## src/design/dlcp_pkg.sv

```systemverilog
`timescale 1ns / 1ps
// ----------------------------------------------------------------------------
// dlcp_pkg
// Shared types, codes and constants of the debug link command parser.
// ----------------------------------------------------------------------------
package dlcp_pkg;

  localparam int PARAM_COUNT = 10;
  localparam int FRAME_BYTES = 40;
  localparam int INDEX_BYTES = 2;
  localparam int WRITE_COUNT = (PARAM_COUNT < FRAME_BYTES / 4) ? PARAM_COUNT : FRAME_BYTES / 4;
  localparam int COUNT_W     = 6;
  localparam int SLOT_W      = 4;
  localparam int ADDR_W      = 6;

  // command bytes
  localparam logic [7:0] CMD_DUMP      = 8'h30;
  localparam logic [7:0] CMD_SEC_UP    = 8'h33;
  localparam logic [7:0] CMD_SEC_DOWN  = 8'h34;
  localparam logic [7:0] CMD_INDEX     = 8'h35;
  localparam logic [7:0] INDEX_COMMIT  = 8'h36;
  localparam logic [7:0] FRAME_LEAD    = 8'hAA;
  localparam logic [7:0] FRAME_OPEN    = 8'hAF;
  localparam logic [7:0] FRAME_TRAILER = 8'hAB;
  localparam logic [7:0] SAVE_LEAD     = 8'hAC;
  localparam logic [7:0] SAVE_CMD      = 8'hAD;

  // event kinds
  localparam logic [1:0] EV_WRITE  = 2'd0;
  localparam logic [1:0] EV_DUMP   = 2'd1;
  localparam logic [1:0] EV_SECTOR = 2'd2;
  localparam logic [1:0] EV_SAVE   = 2'd3;

  typedef enum logic [1:0] {
    MODE_IDLE  = 2'd0,
    MODE_FRAME = 2'd1,
    MODE_INDEX = 2'd2
  } mode_t;

  // microprogram steps; the trailer sequence relies on this order
  typedef enum logic [4:0] {
    ST_FETCH,
    ST_FRAME_WR,
    ST_INDEX_WR,
    ST_LEAVE,
    ST_FRAME_AB,
    ST_RD0,
    ST_RD1,
    ST_RD2,
    ST_RD3,
    ST_SHIFT,
    ST_EMIT_WORD,
    ST_DUMP,
    ST_INDEX_LOAD,
    ST_SEC_INC,
    ST_SEC_DEC,
    ST_SEC_CLR,
    ST_ENTER_INDEX,
    ST_ENTER_FRAME,
    ST_SAVE
  } step_t;

  typedef enum logic [3:0] {
    OP_NONE,
    OP_FRAME_WR,
    OP_INDEX_WR,
    OP_ENTER_FRAME,
    OP_ENTER_INDEX,
    OP_SEC_INC,
    OP_SEC_DEC,
    OP_SEC_CLR,
    OP_SEC_LOAD,
    OP_SLOT_CLR,
    OP_SLOT_INC
  } dp_op_t;

  typedef enum logic [1:0] {
    SQ_NEXT,
    SQ_GOTO,
    SQ_LOOP,
    SQ_DISPATCH
  } seq_t;

  typedef struct packed {
    seq_t       seq;
    step_t      target;
    dp_op_t     op;
    logic       leave;
    logic       emit;
    logic [1:0] kind;
    logic       last;
    logic       mem_rd;
    logic [1:0] lane;
    logic       shift;
  } ucode_t;

  typedef struct packed {
    dp_op_t     op;
    logic       leave;
    logic       emit;
    logic [1:0] kind;
    logic       last;
    logic       mem_rd;
    logic [1:0] lane;
    logic       shift;
    logic       fetch;
    logic       go;
  } ctrl_t;

  typedef struct packed {
    mode_t      mode;
    logic [7:0] prev_byte;
    logic       frame_full;
    logic       index_full;
    logic       slot_last;
    logic       out_free;
    logic       accept;
  } status_t;

  typedef struct packed {
    logic [7:0] rx_byte;
    logic       storage_ready;
    logic       dump_pending;
  } cmd_t;

  typedef struct packed {
    logic [1:0]  event_kind;
    logic [3:0]  param_slot;
    logic [31:0] param_word;
    logic [31:0] sector_number;
    logic        last_of_run;
  } evt_t;

endpackage

```

## src/design/dlcp_sequencer.sv

```systemverilog
`timescale 1ns / 1ps
// ----------------------------------------------------------------------------
// dlcp_sequencer
// Step counter, microcode table and command dispatch of the parser.
// ----------------------------------------------------------------------------
module dlcp_sequencer (
  input  logic              clk,
  input  logic              rst,
  input  dlcp_pkg::cmd_t    cmd,
  input  dlcp_pkg::status_t status,
  output dlcp_pkg::ctrl_t   ctrl
);

  dlcp_pkg::step_t  pc;
  dlcp_pkg::step_t  pc_next;
  dlcp_pkg::ucode_t uc;
  logic             go;

  function automatic dlcp_pkg::ucode_t rom_word(input dlcp_pkg::step_t s);
    dlcp_pkg::ucode_t w;
    w        = '0;
    w.seq    = dlcp_pkg::SQ_GOTO;
    w.target = dlcp_pkg::ST_FETCH;
    w.op     = dlcp_pkg::OP_NONE;
    case (s)
      dlcp_pkg::ST_FETCH:       w.seq = dlcp_pkg::SQ_DISPATCH;
      dlcp_pkg::ST_FRAME_WR:    w.op = dlcp_pkg::OP_FRAME_WR;
      dlcp_pkg::ST_INDEX_WR:    w.op = dlcp_pkg::OP_INDEX_WR;
      dlcp_pkg::ST_LEAVE:       w.leave = 1'b1;
      dlcp_pkg::ST_FRAME_AB: begin
        w.op    = dlcp_pkg::OP_SLOT_CLR;
        w.leave = 1'b1;
        w.seq   = dlcp_pkg::SQ_NEXT;
      end
      dlcp_pkg::ST_RD0: begin
        w.mem_rd = 1'b1;
        w.lane   = 2'd0;
        w.seq    = dlcp_pkg::SQ_NEXT;
      end
      dlcp_pkg::ST_RD1: begin
        w.mem_rd = 1'b1;
        w.lane   = 2'd1;
        w.shift  = 1'b1;
        w.seq    = dlcp_pkg::SQ_NEXT;
      end
      dlcp_pkg::ST_RD2: begin
        w.mem_rd = 1'b1;
        w.lane   = 2'd2;
        w.shift  = 1'b1;
        w.seq    = dlcp_pkg::SQ_NEXT;
      end
      dlcp_pkg::ST_RD3: begin
        w.mem_rd = 1'b1;
        w.lane   = 2'd3;
        w.shift  = 1'b1;
        w.seq    = dlcp_pkg::SQ_NEXT;
      end
      dlcp_pkg::ST_SHIFT: begin
        w.shift = 1'b1;
        w.seq   = dlcp_pkg::SQ_NEXT;
      end
      dlcp_pkg::ST_EMIT_WORD: begin
        w.emit   = 1'b1;
        w.kind   = dlcp_pkg::EV_WRITE;
        w.op     = dlcp_pkg::OP_SLOT_INC;
        w.seq    = dlcp_pkg::SQ_LOOP;
        w.target = dlcp_pkg::ST_RD0;
      end
      dlcp_pkg::ST_DUMP: begin
        w.emit = 1'b1;
        w.kind = dlcp_pkg::EV_DUMP;
        w.last = 1'b1;
      end
      dlcp_pkg::ST_INDEX_LOAD: begin
        w.op    = dlcp_pkg::OP_SEC_LOAD;
        w.leave = 1'b1;
        w.emit  = 1'b1;
        w.kind  = dlcp_pkg::EV_SECTOR;
        w.last  = 1'b1;
      end
      dlcp_pkg::ST_SEC_INC: begin
        w.op   = dlcp_pkg::OP_SEC_INC;
        w.emit = 1'b1;
        w.kind = dlcp_pkg::EV_SECTOR;
        w.last = 1'b1;
      end
      dlcp_pkg::ST_SEC_DEC: begin
        w.op   = dlcp_pkg::OP_SEC_DEC;
        w.emit = 1'b1;
        w.kind = dlcp_pkg::EV_SECTOR;
        w.last = 1'b1;
      end
      dlcp_pkg::ST_SEC_CLR: begin
        w.op   = dlcp_pkg::OP_SEC_CLR;
        w.emit = 1'b1;
        w.kind = dlcp_pkg::EV_SECTOR;
        w.last = 1'b1;
      end
      dlcp_pkg::ST_ENTER_INDEX: w.op = dlcp_pkg::OP_ENTER_INDEX;
      dlcp_pkg::ST_ENTER_FRAME: w.op = dlcp_pkg::OP_ENTER_FRAME;
      dlcp_pkg::ST_SAVE: begin
        w.emit = 1'b1;
        w.kind = dlcp_pkg::EV_SAVE;
        w.last = 1'b1;
      end
      default: w.seq = dlcp_pkg::SQ_GOTO;
    endcase
    return w;
  endfunction

  function automatic dlcp_pkg::step_t dispatch(input dlcp_pkg::cmd_t c,
                                               input dlcp_pkg::status_t st);
    dlcp_pkg::step_t t;
    t = dlcp_pkg::ST_FETCH;
    case (st.mode)
      dlcp_pkg::MODE_FRAME: begin
        if (!st.frame_full)
          t = dlcp_pkg::ST_FRAME_WR;
        else if (c.rx_byte == dlcp_pkg::FRAME_TRAILER)
          t = dlcp_pkg::ST_FRAME_AB;
        else
          t = dlcp_pkg::ST_LEAVE;
      end
      dlcp_pkg::MODE_INDEX: begin
        if (!st.index_full)
          t = dlcp_pkg::ST_INDEX_WR;
        else if (c.rx_byte == dlcp_pkg::INDEX_COMMIT)
          t = dlcp_pkg::ST_INDEX_LOAD;
        else
          t = dlcp_pkg::ST_LEAVE;
      end
      default: begin
        case (c.rx_byte)
          dlcp_pkg::CMD_DUMP:
            if (!c.dump_pending) t = dlcp_pkg::ST_DUMP;
          dlcp_pkg::CMD_SEC_UP:
            if (c.storage_ready) t = dlcp_pkg::ST_SEC_INC;
          dlcp_pkg::CMD_SEC_DOWN:
            if (c.storage_ready) t = dlcp_pkg::ST_SEC_DEC;
          dlcp_pkg::CMD_INDEX:
            if (c.storage_ready) t = dlcp_pkg::ST_ENTER_INDEX;
          dlcp_pkg::FRAME_OPEN:
            if (st.prev_byte == dlcp_pkg::FRAME_LEAD) t = dlcp_pkg::ST_ENTER_FRAME;
          dlcp_pkg::SAVE_CMD:
            if (st.prev_byte == dlcp_pkg::SAVE_LEAD) t = dlcp_pkg::ST_SAVE;
          default: t = dlcp_pkg::ST_SEC_CLR;
        endcase
      end
    endcase
    return t;
  endfunction

  always_ff @(posedge clk) begin
    if (rst) begin
      pc <= dlcp_pkg::ST_FETCH;
    end else begin
      pc <= pc_next;
    end
  end

  always_comb begin
    uc = rom_word(pc);
    // hold a step that emits until the output register can take the result
    if (pc == dlcp_pkg::ST_FETCH)
      go = status.accept;
    else
      go = !uc.emit || status.out_free;

    ctrl.op     = uc.op;
    ctrl.leave  = uc.leave;
    ctrl.emit   = uc.emit;
    ctrl.kind   = uc.kind;
    ctrl.last   = uc.last;
    ctrl.mem_rd = uc.mem_rd;
    ctrl.lane   = uc.lane;
    ctrl.shift  = uc.shift;
    ctrl.fetch  = (pc == dlcp_pkg::ST_FETCH);
    ctrl.go     = go;

    pc_next = pc;
    if (go) begin
      case (uc.seq)
        dlcp_pkg::SQ_NEXT:     pc_next = dlcp_pkg::step_t'(pc + 5'd1);
        dlcp_pkg::SQ_GOTO:     pc_next = uc.target;
        dlcp_pkg::SQ_LOOP:
          pc_next = status.slot_last ? dlcp_pkg::step_t'(pc + 5'd1) : uc.target;
        dlcp_pkg::SQ_DISPATCH: pc_next = dispatch(cmd, status);
        default:               pc_next = dlcp_pkg::ST_FETCH;
      endcase
    end
  end

endmodule

```

## src/design/debug_link_command_parser_unit.sv

```systemverilog
`timescale 1ns / 1ps
// ----------------------------------------------------------------------------
// debug_link_command_parser_unit
// Turns received link bytes into parameter write, dump, sector and save
// events.
// ----------------------------------------------------------------------------
// One request on the cmd channel carries one received byte and two status
// flags. Each request yields zero or more events on the evt channel, the
// final one marked by last_of_run.
// A microcoded sequencer runs a short step program per byte: a byte that
// changes nothing goes straight back to fetch, any other byte except a good
// frame trailer runs the step for its command and returns to fetch. A frame
// trailer runs a step that leaves frame mode, then for each of the ten words
// four reads of the frame memory through its one registered read port, a
// step to shift in the last byte, then the emit; last comes the dump event.
// The next request is taken as soon as the last event sits in the output
// register. While evt_stall is high the output register holds its event and
// the program waits at its next emitting step; cmd_stall stays high until
// the program returns to fetch.
// Reset returns to idle decoding, clears the sector index and the previous
// byte, and drops evt_valid. Frame and index bytes are not cleared.
// ----------------------------------------------------------------------------
module debug_link_command_parser_unit (
  input  logic           clk,
  input  logic           rst,
  input  logic           cmd_valid,
  output logic           cmd_stall,
  input  dlcp_pkg::cmd_t cmd,
  output logic           evt_valid,
  input  logic           evt_stall,
  output dlcp_pkg::evt_t evt
);

  dlcp_pkg::ctrl_t   ctrl;
  dlcp_pkg::status_t status;

  dlcp_pkg::mode_t                mode;
  logic [dlcp_pkg::COUNT_W-1:0]   byte_count;
  logic [7:0]                     prev_byte;
  logic [7:0]                     cur_byte;
  logic [31:0]                    sector;
  logic [31:0]                    sector_next;
  logic [dlcp_pkg::SLOT_W-1:0]    slot;
  logic [31:0]                    word;
  logic [7:0]                     rd_data;
  logic [dlcp_pkg::ADDR_W-1:0]    rd_addr;
  logic [7:0]                     index_bytes [dlcp_pkg::INDEX_BYTES];
  logic [7:0]                     frame_mem   [dlcp_pkg::FRAME_BYTES];
  logic                           accept;
  logic                           out_free;

  assign cmd_stall = !ctrl.fetch;
  assign accept    = cmd_valid && ctrl.fetch;
  assign out_free  = !evt_valid || !evt_stall;
  assign rd_addr   = {slot, ctrl.lane};

  always_comb begin
    status.mode       = mode;
    status.prev_byte  = prev_byte;
    status.frame_full = byte_count >= dlcp_pkg::COUNT_W'(dlcp_pkg::FRAME_BYTES);
    status.index_full = byte_count >= dlcp_pkg::COUNT_W'(dlcp_pkg::INDEX_BYTES);
    status.slot_last  = slot == dlcp_pkg::SLOT_W'(dlcp_pkg::WRITE_COUNT - 1);
    status.out_free   = out_free;
    status.accept     = accept;
  end

  dlcp_sequencer u_seq (
    .clk    (clk),
    .rst    (rst),
    .cmd    (cmd),
    .status (status),
    .ctrl   (ctrl)
  );

  always_comb begin
    case (ctrl.op)
      dlcp_pkg::OP_SEC_INC:  sector_next = sector + 32'd1;
      dlcp_pkg::OP_SEC_DEC:  sector_next = sector - 32'd1;
      dlcp_pkg::OP_SEC_CLR:  sector_next = '0;
      dlcp_pkg::OP_SEC_LOAD: sector_next = {sector[31:16], index_bytes[1], index_bytes[0]};
      default:               sector_next = sector;
    endcase
  end

  // control state
  always_ff @(posedge clk) begin
    if (rst) begin
      mode       <= dlcp_pkg::MODE_IDLE;
      byte_count <= '0;
      prev_byte  <= '0;
      sector     <= '0;
      evt_valid  <= 1'b0;
    end else begin
      if (accept)
        prev_byte <= cmd.rx_byte;
      if (ctrl.go) begin
        sector <= sector_next;
        case (ctrl.op)
          dlcp_pkg::OP_FRAME_WR,
          dlcp_pkg::OP_INDEX_WR: byte_count <= byte_count + 1'b1;
          dlcp_pkg::OP_ENTER_FRAME: begin
            mode       <= dlcp_pkg::MODE_FRAME;
            byte_count <= '0;
          end
          dlcp_pkg::OP_ENTER_INDEX: begin
            mode       <= dlcp_pkg::MODE_INDEX;
            byte_count <= '0;
          end
          default: ;
        endcase
        if (ctrl.leave) begin
          mode       <= dlcp_pkg::MODE_IDLE;
          byte_count <= '0;
        end
      end
      if (ctrl.emit && ctrl.go)
        evt_valid <= 1'b1;
      else if (!evt_stall)
        evt_valid <= 1'b0;
    end
  end

  // payload and datapath registers
  always_ff @(posedge clk) begin
    if (accept)
      cur_byte <= cmd.rx_byte;
    if (ctrl.go && ctrl.op == dlcp_pkg::OP_INDEX_WR)
      index_bytes[byte_count[0]] <= cur_byte;
    if (ctrl.go && ctrl.op == dlcp_pkg::OP_SLOT_CLR)
      slot <= '0;
    else if (ctrl.go && ctrl.op == dlcp_pkg::OP_SLOT_INC)
      slot <= slot + 1'b1;
    // bytes arrive lowest first, shift in from the top
    if (ctrl.shift)
      word <= {rd_data, word[31:8]};
    if (ctrl.emit && ctrl.go) begin
      evt.event_kind    <= ctrl.kind;
      evt.param_slot    <= (ctrl.kind == dlcp_pkg::EV_WRITE) ? slot : '0;
      evt.param_word    <= (ctrl.kind == dlcp_pkg::EV_WRITE) ? word : '0;
      evt.sector_number <= (ctrl.kind == dlcp_pkg::EV_SECTOR) ? sector_next : '0;
      evt.last_of_run   <= ctrl.last;
    end
  end

  // frame memory: one write port, one registered read port
  always_ff @(posedge clk) begin
    if (ctrl.go && ctrl.op == dlcp_pkg::OP_FRAME_WR)
      frame_mem[byte_count] <= cur_byte;
    if (ctrl.mem_rd)
      rd_data <= frame_mem[rd_addr];
  end

endmodule

```

## config.mk

```make
export PLATFORM = sky130hd
export DESIGN_NAME = debug_link_command_parser_unit
export DESIGN_NICKNAME = d
export VERILOG_FILES = /design/src/design/dlcp_pkg.sv /design/src/design/dlcp_sequencer.sv /design/src/design/debug_link_command_parser_unit.sv
export SDC_FILE = /design/constraint.sdc
export NUM_CORES = 1
export LEC_CHECK = 0
export BUFFER_PORTS_ARGS = -buffer_cell sky130_fd_sc_hd__buf_2
export CAP_MARGIN = 25
export CORE_UTILIZATION = 45
export DETAILED_ROUTE_END_ITERATION = 12
export PLACE_DENSITY_LB_ADDON = 0.08
export REMOVE_ABC_BUFFERS = 1
export SLEW_MARGIN = 25
export SYNTH_ARGS = -nofsm -noshare
export SYNTH_HDL_FRONTEND = slang
export SYNTH_SLANG_ARGS = --single-unit
```

## constraint.sdc

```tcl
create_clock -name clk -period 13.65 [get_ports clk]
set_input_delay 0 -clock clk [delete_from_list [all_inputs] [get_ports clk]]
set_output_delay 0 -clock clk [all_outputs]
set_load 0.01 [all_outputs]
```

## After elaboration in Yosys (flattened, before gate mapping)

Memories as Yosys holds them, arrays and structs flattened. A register that Yosys moved wholly into a read port is not among the register bits.
Cells that the tools add are included.

- Add/sub/neg operators: 5
- $lt $le $gt $ge: 2
- Eq/ne operators: 46
- Mux-type cells: 34
- Reductions and logical operators: 26

Operators by type and width:

| operator | count |
|---|---|
| one-hot mux 32 bit (4 select lines) | 1 |
| == test 5 x 4 -> 1 bit, second input constant | 8 |
| == test 8 x 6 -> 1 bit, second input constant | 5 |
| == test 8 bit, second input constant | 5 |
| one-hot mux 4 bit (10 select lines) | 1 |
| adder 32 x 1 -> 32 bit, second input constant | 1 |
| subtractor 32 x 1 -> 32 bit, second input constant | 1 |
| two-way mux 5 bit | 6 |
| one-hot mux 5 bit (6 select lines) | 1 |
| one-hot mux 3 bit (4 select lines) | 2 |
| == test 5 x 3 -> 1 bit, second input constant | 4 |
| one-hot mux 5 bit (4 select lines) | 1 |
| == test 4 x 3 -> 1 bit, second input constant | 4 |
| == test 4 bit, second input constant | 4 |
| two-way mux 4 bit | 4 |
| == test 5 bit, second input constant | 3 |
| one-hot mux 6 bit (2 select lines) | 1 |
| OR reduction 6 bit | 2 |
| == test 5 x 2 -> 1 bit, second input constant | 2 |
| two-way mux 1 bit | 10 |
| one-hot mux 5 bit (2 select lines) | 1 |
| == test 2 bit, second input constant | 4 |
| == test 4 x 2 -> 1 bit, second input constant | 2 |
| OR reduction 4 bit | 2 |
| 23 further kinds | 38 |

- Register bits after elaboration: 169
- Memory bits (writable): 336
- Input port bits: 14
- Output and inout bits: 73
- Logic and storage cells: 129
- Memories: 2

Memory list:

| name | depth | width | read ports | clocked after memory_dff | wr ports | line | RTL |
|---|---|---|---|---|---|---|---|
| frame_mem | 40 | 8 | 1 | 1 | 1 | debug_link_command_parser_unit.sv:48 | `logic [7:0] frame_mem [dlcp_pkg::FRAME_BYTES];` |
| index_bytes | 2 | 8 | 2 | 0 | 1 | debug_link_command_parser_unit.sv:47 | `logic [7:0] index_bytes [dlcp_pkg::INDEX_BYTES];` |

## Depth between registers and ports, before layout

- Word-level depth: 9
- Gate-level depth with buffers: 19
- Mapped depth without buffers: 17

## Cells and area by module

Synthesis repeated with hierarchy kept, for this count alone.

- Cells, all modules: 1581
- Area, all modules: 22799.4 um^2

By module, submodules not included:

| module | times used | cells an instance | area an instance (um^2) | seq. area each (um^2) |
|---|---|---|---|---|
| debug_link_command_parser_unit | 1 | 1428 | 21672.0 | 14724.1 |
| dlcp_sequencer | 1 | 153 | 1127.3 | 100.1 |

## Worst setup path before layout

No wires, ideal clock.

- Path kind: register to register
- Start point: register u_seq.pc[2]
- End point: register evt[0] (netlist name) (enable)
- Setup time: 526 ps
- Arrival time: 5285 ps
- Data required time: 13124 ps
- Slack: 7839 ps
- Stages on the path, launching flop included: 10
- Buffers on the path: 3
- Clock period less this slack: 5811 ps
- Cells stage by stage: dfxtp_1 -> buf_2 -> buf_2 -> and3_1 -> ha_1 -> inv_1 -> o211ai_2 -> o311a_1 -> buf_2 -> a21oi_1

- Longest elaborated chain between the ends: 7
- Elaborated cells on any way between the ends: 15
- Those cells by class: 7 x eq/ne; 2 x mux; 6 x reduce/logical

Ends and longest elaborated chain:

| element | line | RTL |
|---|---|---|
| start: declaration | dlcp_sequencer.sv:14 | `dlcp_pkg::step_t pc;` |
| start signal: assignment | dlcp_sequencer.sv:155 | `pc <= dlcp_pkg::ST_FETCH;` |
| start signal: assignment | dlcp_sequencer.sv:157 | `pc <= pc_next;` |
| == test 5 x 4 -> 1 bit | dlcp_sequencer.sv:25 | `case (s)` |
| OR reduction 4 bit (no source line) | - |  |
| one-hot mux 3 bit (4 select lines) | dlcp_sequencer.sv:25 |  |
| zero test 1 bit | dlcp_sequencer.sv:167 | `go = !uc.emit \|\| status.out_free;` |
| logical OR 1 bit | dlcp_sequencer.sv:167 |  |
| two-way mux 1 bit | dlcp_sequencer.sv:164 | `if (pc == dlcp_pkg::ST_FETCH)` |
| logical AND 1 bit * | debug_link_command_parser_unit.sv:136 | `if (ctrl.emit && ctrl.go) begin` |
| end: declaration | debug_link_command_parser_unit.sv:31 | `output dlcp_pkg::evt_t evt` |

Every way passes the cells marked *; elsewhere a longest branch is shown, timed or not.
A chain may end at the register's enable or synchronous reset.

## Worst setup path after layout

- Start point: register u_seq.pc[0]
- End point: register evt[27] (netlist name), data pin

- Longest elaborated chain between the ends: 4
- Elaborated cells on any way between the ends: 21
- Those cells by class: 17 x eq/ne; 3 x mux; 1 x reduce/logical

Ends and longest elaborated chain:

| element | line | RTL |
|---|---|---|
| == test 5 bit, or another cell as far along | dlcp_sequencer.sv:25 |  |
| one-hot mux 4 bit (10 select lines) / OR reduction 4 bit (equally long branches) | - |  |
| == test 4 bit, or another cell as far along | debug_link_command_parser_unit.sv:76 | `case (ctrl.op)` |
| one-hot mux 32 bit (4 select lines) / == test 2 bit (equally long branches) | debug_link_command_parser_unit.sv:76, debug_link_command_parser_unit.sv:140 |  |

Several ways; a longest one is shown, not always the timed one.

==> summary.txt <==
Drt
  – WL final: 55,200 µm
  – Post-DRT Antenna Nets: 0
  – Drt initial violations: 1,225
  – Vias per cell: 5.81
  – First-pass DRT Iterations: 6
  – Post-DR wirelength/cell: 21.9 µm
  – Via count: 14,700
  – DRC Markers: 0

Cells and area
  – Nets@finish: 1,877
  – Design area: 25,200 µm²
  – Most frequent cells in the layout: 455 x edfxtp_1, 231 x nand2_1, 152 x nor2_1, 86 x buf_2, 67 x a21oi_1
  – Share of cells above drive strength 1: 0.128
  – Area delta synth->final: 13.6%
  – Most common cell after layout, fill and taps aside: edfxtp_1

Setup path
  – Reg2reg setup slack: 8.05 ns
  – Reg2reg start: u_seq.pc[0]$_SDFFE_PP0P_
  – Worst EP arrival: 5.96 ns
  – Startpoint types: flip-flop
  – Setup CP Type: flip-flop to flip-flop
  – Worst Setup SP: u_seq.pc[0]$_SDFFE_PP0P_
  – Setup crit end kind: flip-flop
  – FF-to-FF End: evt[27]$_SDFFCE_PP0P_
  – CP max FO: 30
  – Worst EP required: 14.02 ns
  – Worst setup path end: evt[27]$_SDFFCE_PP0P_
  – R2r worst-path depth: 17

Timing
  – RSZ-0062 raised after global routing: no
  – Final period utilization: 0.410
  – Max Clock Skew: 0.0262 ns
  – Peak Freq: 179 MHz
  – Slew HR: 0.326
  – Final Hold Viols: 0
  – Worst setup margin: 8.05 ns
  – Final min period: 5.60 ns
  – Max-slew violations: 0
  – Final setup fails: 0
  – Measured slew at the worst slew-check pin: 1.01 ns
  – Setup TNS: 0 ns

Placement
  – Worst Setup Slack post-DPL: 8.09 ns
  – Port bufs: 86
  – Final HPWL DP: 32,700 µm
  – Placed Instance Area: 23,200 µm²
  – Final Wtd Congestion: 0.857

Synthesis
  – Top post-synthesis cells by area: edfxtp_1 62%, dfxtp_1 5.2%, nand2_1 3.9%
  – Number of flops mapped to enable cells by yosys: 455
  – Seq/Total Area, Yosys: 0.669
  – Synth warn: 0
  – Yosys top cell by area: edfxtp_1
  – Ys flop type: edfxtp_1
  – Syn Inst Count: 1,751
  – #FFs+latches synth: 513
  – Netlist cell types: 87
  – Post-Syn Area: 22,200 µm²
  – Yosys top cell area share: 0.616
  – Synth async-reset ratio: 0
  – Synthesized area per cell: 12.7 µm²

Floorplan
  – Die Area: 50,200 µm²
  – Core area: 48,100 µm²
  – Top Ports: 87
  – Die Span Y: 224 µm
  – Die Width: 224 µm
  – Starting density of the core: 0.461
  – Row count: 80

Hold path
  – Hold WC Path Type: primary input to flip-flop
  – Min-delay src: cmd[1]

Run
  – Number of max-cap violations: 0

Power
  – Combinational share of power: 0.242
  – Sw Pwr: 1460 µW
  – PD cells: 185 nW/µm²
  – Reg power frac: 0.431
  – Switching Fraction: 0.314
  – Leakage power: 0.00861 µW
  – Peak VDD IR: 0.108 mV
  – Clock power share: 0.326
  – Power Internal: 3190 µW

Run status
  – Status: completed

Clock network
  – CTS buffer count: 54
  – Clock transition at the registers of the reported paths: 0.06 ns
  – Maximum clock path buffer count: 3
  – Post-CTS sizing: 0
  – Setup Fix Bufs, Post-CTS: 0
  – CTS hold repair buffers: 12
  – CTS root buf: clkbuf_16
  – Clock sinks: 513
  – Clk Latency, worst-skew pair: 0.62 ns
  – CTS tree: done
  – CTS H-tree depth: 2

Global routing
  – Vias in the first global route: 13,900
  – Largest net degree at the start of global routing: 81
  – GR Overflow Total: 0
  – First-pass GRT wire length: 83,900 µm
  – Total track usage: 0.219
  – Antenna violations before repair: 1
[registers in the layout (all words and copies together), names as in the netlist, 5 cells and up]
register	cells
sector	32
word	32
index_bytes	16
rd_data	8
evt	71
frame_mem	320
u_seq.pc	5
cur_byte	8
byte_count	6
prev_byte	8
[metal layers]
metal,vias to the layer above,global-route usage,routed length [µm]
met1,7250,0.308,24500
li1,6888,-,-
met5,-,0,0
met2,435,0.349,25700
met4,0,0.0747,1440
met3,91,0.0319,3430
[synth_stat cells (all sizes together), types with 10 or more instances]
cell,n
o221ai,24
o21ai,38
nand2,231
xnor2,12
nor3,40
a21oi,72
or3,13
nand3b,13
ha,41
o21a,12
and2,39
o22ai,48
nand3,23
nor2b,11
and3,10
a311oi,34
dfxtp,58
nand4,11
a21o,22
nor2,153
inv,27
edfxtp,455
clkbuf,69
mux2i,10
a221oi,16
a211oi,46
a31oi,49
o31a,10
buf,42
[power by group through the flow]
stage | clock [µW] | combinational, µW | sequential, µW
6_report | 1520 | 1130 | 2010
5_1_grt | 1600 | 1230 | 2020
4_1_cts | 1550 | 1140 | 2010
3_5_place_dp | 0 | 1130 | 2040
3_3_place_gp | 0 | 1110 | 2040
2_1_floorplan | 0 | 650 | 2100
[worst min path at each step]
stage                                 endpoint  slack, ns  depth (start not counted)
finish                u_seq.pc[4]$_SDFFE_PP0P_       0.04                          7
global route          u_seq.pc[2]$_SDFFE_PP0P_       0.08                          5
CTS                   u_seq.pc[2]$_SDFFE_PP0P_      0.007                          5
detailed placement       cur_byte[5]$_DFFE_PP_       0.21                          1
global placement         cur_byte[5]$_DFFE_PP_       0.21                          1
floorplan           byte_count[2]$_SDFFE_PP0P_       0.07                          1
[cells by family after synthesis]
| family | count (synthesis) | synth area share |
|---|---|---|
| fa+ha+maj | 42 | 0.0240 |
| compound gates | 451 | 0.148 |
| xor+xnor | 20 | 0.00790 |
| flops | 513 | 0.669 |
| buf+inv | 140 | 0.0267 |
| mux | 13 | 0.00621 |
| simple gates | 572 | 0.119 |
[through the flow]
| stage | utilization | total power [µW] | cells | hold WS [ns] |
|---|---|---|---|---|
| floorplan | - | 2750 | 1640 | 0.0691 |
| global placement | 0.482 | 3140 | 2408 | 0.213 |
| detailed placement | 0.482 | 3170 | 2409 | 0.212 |
| CTS | 0.523 | 4700 | 2522 | 0.00681 |
| global route | 0.523 | 4860 | 2522 | 0.0850 |
| finish | 0.523 | 4650 | 2523 | 0.0406 |
[worst max-delay path, cell delays in order, from the launching register on]
cell      delay (ns)
dfxtp_1         0.40
inv_1           0.10
ha_1            0.36
mux2_4          0.34
a221oi_2        0.72
o21ai_4         0.21
or2_2           0.35
inv_1           0.06
buf_4           0.34
ha_1            0.34
nor2b_1         0.16
o31a_1          0.29
o21a_1          0.25
a311o_1         0.35
o211ai_2        0.24
a21oi_1         0.11
or4_1           0.44
a31o_2          0.26
[layout make-up]
cell class | count | area (µm²)
inverters | 29 | 109
repair buffers | 125 | 773
flip-flops and latches | 513 | 14800
clock inverters | 35 | 398
clock buffers | 66 | 1440
multi-input cells | 1098 | 6820
diodes | 1 | 2.50
fillers | 4119 | 23000
well taps | 656 | 821
Power figures use the tool's default switching activity.
